`src/rtl/core/t0wdt_pkg.sv`:
```
// ----------------------------------------------------------------------------
// t0wdt_pkg
// Shared types, codes and constants of the timer0 and watchdog core.
// ----------------------------------------------------------------------------
package t0wdt_pkg;

  // Field widths
  localparam int OP_BITS        = 2;
  localparam int CYC_BITS       = 8;
  localparam int TAKEN_BITS     = 2;
  localparam int TMR_BITS       = 8;
  localparam int PS_BITS        = 3;
  localparam int OPTION_BITS    = 8;
  localparam int WDT_BASE_BITS  = 20;

  // Watchdog counter width and compare width for the shifted limit
  localparam int WDT_COUNT_BITS = 32;
  localparam int WDT_LIMIT_BITS = WDT_BASE_BITS + (1 << PS_BITS) - 1;
  localparam int WDT_CMP_BITS   = (WDT_COUNT_BITS > WDT_LIMIT_BITS) ?
                                  WDT_COUNT_BITS : WDT_LIMIT_BITS;

  // Configuration port
  localparam int CFG_IDX_BITS   = 2;
  localparam int CFG_DATA_BITS  = WDT_BASE_BITS;

  localparam logic [CFG_IDX_BITS-1:0] CFG_OPTION   = 2'd0;
  localparam logic [CFG_IDX_BITS-1:0] CFG_WDT_EN   = 2'd1;
  localparam logic [CFG_IDX_BITS-1:0] CFG_WDT_BASE = 2'd2;

  localparam logic [OPTION_BITS-1:0]   OPTION_RESET   = 8'hFF;
  localparam logic [WDT_BASE_BITS-1:0] WDT_BASE_RESET = 20'd18000;

  // Option register bit positions
  localparam int OPT_T0CS = 5;
  localparam int OPT_T0SE = 4;
  localparam int OPT_PSA  = 3;

  // Operation codes
  localparam logic [OP_BITS-1:0] OP_STEP  = 2'd0;
  localparam logic [OP_BITS-1:0] OP_LOAD  = 2'd1;
  localparam logic [OP_BITS-1:0] OP_CLEAR = 2'd2;

  typedef struct packed {
    logic [OP_BITS-1:0]    op;
    logic [CYC_BITS-1:0]   cycle_low;
    logic [TAKEN_BITS-1:0] cycles_taken;
    logic                  pin_ra4;
    logic [TMR_BITS-1:0]   load_value;
  } in_item_t;

  typedef struct packed {
    logic     valid;
    in_item_t item;
  } stage_t;

  typedef struct packed {
    logic [OPTION_BITS-1:0]   option_bits;
    logic                     wdt_enable;
    logic [WDT_BASE_BITS-1:0] wdt_base_cycles;
  } cfg_t;

endpackage

```
`src/rtl/core/t0wdt_cfg_regs.sv`:
```
// ----------------------------------------------------------------------------
// t0wdt_cfg_regs
// Option, watchdog enable and watchdog base period registers.
// ----------------------------------------------------------------------------
module t0wdt_cfg_regs
  import t0wdt_pkg::*;
(
  input  logic                     clk,
  input  logic                     rst_n,
  input  logic                     cfg_we,
  input  logic [CFG_IDX_BITS-1:0]  cfg_index,
  input  logic [CFG_DATA_BITS-1:0] cfg_data,
  output cfg_t                     cfg
);

  cfg_t cfg_r;
  cfg_t cfg_nxt;

  // Decode the write; an index past the list is dropped
  always_comb begin
    cfg_nxt = cfg_r;
    if (cfg_we) begin
      unique case (cfg_index)
        CFG_OPTION:   cfg_nxt.option_bits     = cfg_data[OPTION_BITS-1:0];
        CFG_WDT_EN:   cfg_nxt.wdt_enable      = cfg_data[0];
        CFG_WDT_BASE: cfg_nxt.wdt_base_cycles = cfg_data[WDT_BASE_BITS-1:0];
        default:      cfg_nxt = cfg_r;
      endcase
    end
  end

  always_ff @(posedge clk) begin
    if (!rst_n) begin
      cfg_r.option_bits     <= OPTION_RESET;
      cfg_r.wdt_enable      <= 1'b0;
      cfg_r.wdt_base_cycles <= WDT_BASE_RESET;
    end else begin
      cfg_r <= cfg_nxt;
    end
  end

  assign cfg = cfg_r;

endmodule

```
`config.mk`:
```
export PLATFORM = sky130hd
export DESIGN_NAME = t0wdt_cfg_regs
export DESIGN_NICKNAME = d
export VERILOG_FILES = /design/src/rtl/core/t0wdt_pkg.sv /design/src/rtl/core/t0wdt_cfg_regs.sv
export SDC_FILE = /design/constraint.sdc
export NUM_CORES = 1
export LEC_CHECK = 0
export BUFFER_PORTS_ARGS = -buffer_cell sky130_fd_sc_hd__buf_2
export CAP_MARGIN = 20
export CORE_MARGIN = 3
export CORE_UTILIZATION = 49
export CTS_CLUSTER_DIAMETER = 30
export DETAILED_ROUTE_END_ITERATION = 12
export PLACE_DENSITY = 0.87
export SYNTH_ARGS = -nofsm -noshare
export SYNTH_HDL_FRONTEND = slang
export SYNTH_SLANG_ARGS = --single-unit
```
`constraint.sdc`:
```
create_clock -name clk -period 1.35 [get_ports clk]
set_clock_uncertainty 0.1 [all_clocks]
set_input_delay 0.2025 -clock clk [delete_from_list [all_inputs] [get_ports clk]]
set_output_delay 0.2025 -clock clk [all_outputs]
set_load 0.05 [all_outputs]
```
# Word level (Yosys, flattened, before mapping)
# Cells that the tools add are included.
# Widths: inputs -> output; s select.
dict set report classes {
  eq_ne 2
  n_reduce_logical 4
}
# operator n
set op_table {}
lappend op_table {{$reduce_and 2->1} 3}
lappend op_table {{$eq 2x1->1 const B} 1}
lappend op_table {{$eq 2x2->1 const B} 1}
lappend op_table {{$logic_not 2->1} 1}
dict set report word_totals {
  ff_bits 29
  out_inout_bits 29
  wordCells 9
  input_bits 25
}

# Depth between registers and ports, before layout
dict set report depth {
  word_depth 2
  mapped_depth 4
  mapped_depth_nobuf 2
}

# Least setup slack after synthesis
# OpenSTA, ideal clock, no wires.
dict set report synth_path {
  path_kind {register to register}
  start {reg, netlist name cfg[10]}
  end {reg cfg_r (netlist bit cfg[10])}
  path_stages_with_launch 3
  period_less_slack_ns 1.019
  arrival_time_ns 0.840
  setup_time_ns 0.079
  n_path_buf 0
  slack_ns 0.331
  required_ns 1.171
  path_cell_list {dfxtp_1 -> inv_1 -> o211ai_1}
}
# item line_no
set synth_rtl {}
lappend synth_rtl {{end signal: assignment} t0wdt_cfg_regs.sv:38} ;# cfg_r <= cfg_nxt;
lappend synth_rtl {{end: declaration} t0wdt_cfg_regs.sv:16} ;# cfg_t cfg_r;

# Worst setup path after layout
dict set report layout_path {
  start {reg cfg_r (netlist bit cfg[2])}
  end {out cfg[2] in the netlist's numbering}
}
# item line_no
set layout_rtl {}
lappend layout_rtl {{end: declaration} t0wdt_cfg_regs.sv:13} ;# output cfg_t cfg
# No word-level cell between the ends.

==> results.txt <==
Rows: 17
commonest non-fill, non-tap cell in the layout: buf_2
CP max stage delay: 350 ps
largest net degree at the start of global routing: 28
status: completed
clock-pin slew on the worst setup and hold paths: 90 ps
CP top delay family: flip-flops
vias per inst: 4.904
ant diodes: 0
synth-to-layout area growth: 28.40%
post-cts resize count: 0
CP endpoint: cfg[2]
Crit Path Max Fanout: 2
number of flip-flops in the largest register: 29
Fin. Hold Viols: 0
Period minus WS final: 1242 ps
Routed WL: 2.640 mm
DR pass1 iterations: 4
Nets: 205
sinks on the clock net: 29
HPWL after detailed placement: 2.076 mm
Setup Crit Path Kind: reg -> out
R2R Path End: cfg[21]
DRC violations left: 0
sequential share of the synthesized area: 0.4673
CTS tree: done
Crit. End Element: output pin
worst path bufs/invs: 1
post-synthesis net count: 152
worst hold slack: 22.72 ps
global-route wire length before repair: 4.595 mm
Mapped Area: 0.001242 mm2
Clock Latency Late Sink: 320 ps
post-CTS setup repair buffer count: 0
CP Depth: 1
Initial Utilization: 0.5408
#FFs+latches synth: 29
complex-gate fraction of the synthesized area: 0.05438
Die Ht: 56.36 um
htree depth: 2
reg2reg start: cfg[21]
Worst Setup SP: cfg[2]
Final TNS setup: 0 ps
Yosys warning count: 0
final-layout fill cell count: 198
PwrDens: 1140 mW/mm2
core area: 0.002297 mm2
# Max-Cap Violations: 0
R2R Setup Slk: 610 ps
share of layout cells above drive strength 1: 0.3702
gpl congestion: 0.8284
RSZ-0062 raised after global routing: false
die span in x: 56.36 um
Worst Tran Pin Value: 269.2 ps
worst reg2reg path depth: 2
Tcrit/Tclk final: 0.9201
I/O Pins: 54
largest family of logic cells by synthesized area: simple AND/OR/NAND/NOR gates
Synth Area in Simple Gates: 0.2377
Port Buf Inserts: 53
register area: 580.6 um2
Peak VDD IR: 0.001008 V
vias in the first global route: 1076
WL/cell: 12.63 um
top achievable clock speed: 805.1 MHz
Synth cell types: 16
Mapped Cells: 127
worst hold path type: in -> reg
slowest CP cell: dfxtp_1
Post-Synth Adder-Cell Area: 0
syn avg cell area: 9.783 um2
Root Driver: clkbuf_4
Hold-fix buffers, CTS: 0
crit-path cells: buf_2
Finish-stage setup viols: 0
Slew headroom: 0.8203
Iteration-0 DRC Markers: 6
die area: 0.003176 mm2
TritonCTS Buffers: 5
Detail Route Antenna Nets: 0
most frequent cells in the layout: 53 x buf_2, 31 x nand2_1, 29 x dfxtp_1, 20 x mux2i_1
total grt overflow: 0
Clock Path Buffers: 2
Multi-input gate area: 563.0 um2
CP startpoint kind: register
Pleak: 0.7685 nW
Crit path required time: 1050 ps
area share of xor/xnor cells in the synthesized design: 0
Pins Over Slew Limit: 0
Total Routing Usage GR: 0.1838
initial antenna violation count: 0
post-synthesis mux area share: 0.1611
via count: 1025
CP arrival: 940 ps
-- tightest hold or removal path: cells and delay by family --
| family | cells | cell delay (ps) |
|---|---|---|
| multiplexers | 1 | 50 |
| AND/OR/NAND/NOR | 1 | 40 |
| buffers and inverters | 1 | 90 |
-- how the worst min path moves through the flow --
stage	slack, ps	cells after the start	from	to
final	20	3	cfg_data[15]	cfg[15]
after global routing	2	3	cfg_data[15]	cfg[15]
after CTS	7	3	cfg_data[15]	cfg[15]
after detailed placement	350	2	cfg[15]	cfg[15]
after global placement	340	2	cfg[5]	cfg[5]
after floorplan	240	2	cfg_data[11]	cfg[11]
-- cell type report --
class | count | area share
clock buffers | 7 | 0.04078
clock inverters | 1 | 0.003137
inverters | 9 | 0.02118
multi-input cells | 79 | 0.3529
flip-flops and latches | 29 | 0.3639
well taps | 28 | 0.02196
repair buffers | 56 | 0.1961
-- cells in the mapped netlist --
| cell | count | area [um2] |
|---|---|---|
| nor2b_1 | 6 | 37.54 |
| buf_4 | 1 | 7.510 |
| nand4bb_1 | 5 | 56.30 |
| mux2i_1 | 20 | 200.2 |
| buf_2 | 7 | 35.03 |
| and3b_2 | 1 | 10.01 |
| o211ai_1 | 9 | 67.56 |
| or4bb_1 | 1 | 11.26 |
| buf_6 | 2 | 22.52 |
| dfxtp_1 | 29 | 580.6 |
| nand4b_1 | 3 | 26.28 |
| nand2_1 | 31 | 116.4 |
| inv_1 | 9 | 33.78 |
| nor3b_4 | 1 | 18.77 |
| or3b_4 | 1 | 11.26 |
| nand3b_1 | 1 | 7.510 |
-- power by group --
| part | leakage, nW | internal, mW | switching [mW] | total, mW |
|---|---|---|---|---|
| logic | 0.491 | 0.108 | 0.216 | 0.325 |
| registers | 0.237 | 0.890 | 0.0168 | 0.906 |
| clock network | 0.0413 | 0.301 | 0.287 | 0.588 |
| total | 0.769 | 1.30 | 0.520 | 1.82 |
-- per-stage QoR --
step / instances / setup slack, ps / utilization / area (um2) / power [mW]
floorplan: 127 / 330.8 / - / 1242 / 1.160
global placement: 201 / 179.8 / 0.6639 / 1525 / 1.243
detailed placement: 201 / 84.89 / 0.6639 / 1525 / 1.253
CTS: 209 / 79.75 / 0.6944 / 1595 / 1.843
global route: 209 / 46.75 / 0.6944 / 1595 / 1.911
finish: 209 / 107.9 / 0.6944 / 1595 / 1.819
-- cells by family (layout without fill, tap and decap cells) --
kind of cell / count (synthesis) / after routing
AND/OR/NAND/NOR: 50 / 50
flip-flops: 29 / 29
multiplexers: 20 / 20
AO/OA/AOI/OAI: 9 / 9
buffers and inverters: 19 / 73
-- layer usage --
metal,vias up,GRT usage,share of wire
li1,530,-,-
met1,452,0.2088,0.42
met2,40,0.3005,0.48
met3,3,0.09195,0.094
met4,0,0.05763,0.0091
met5,-,0,0
No activity file was read; power rests on OpenSTA's default activity.
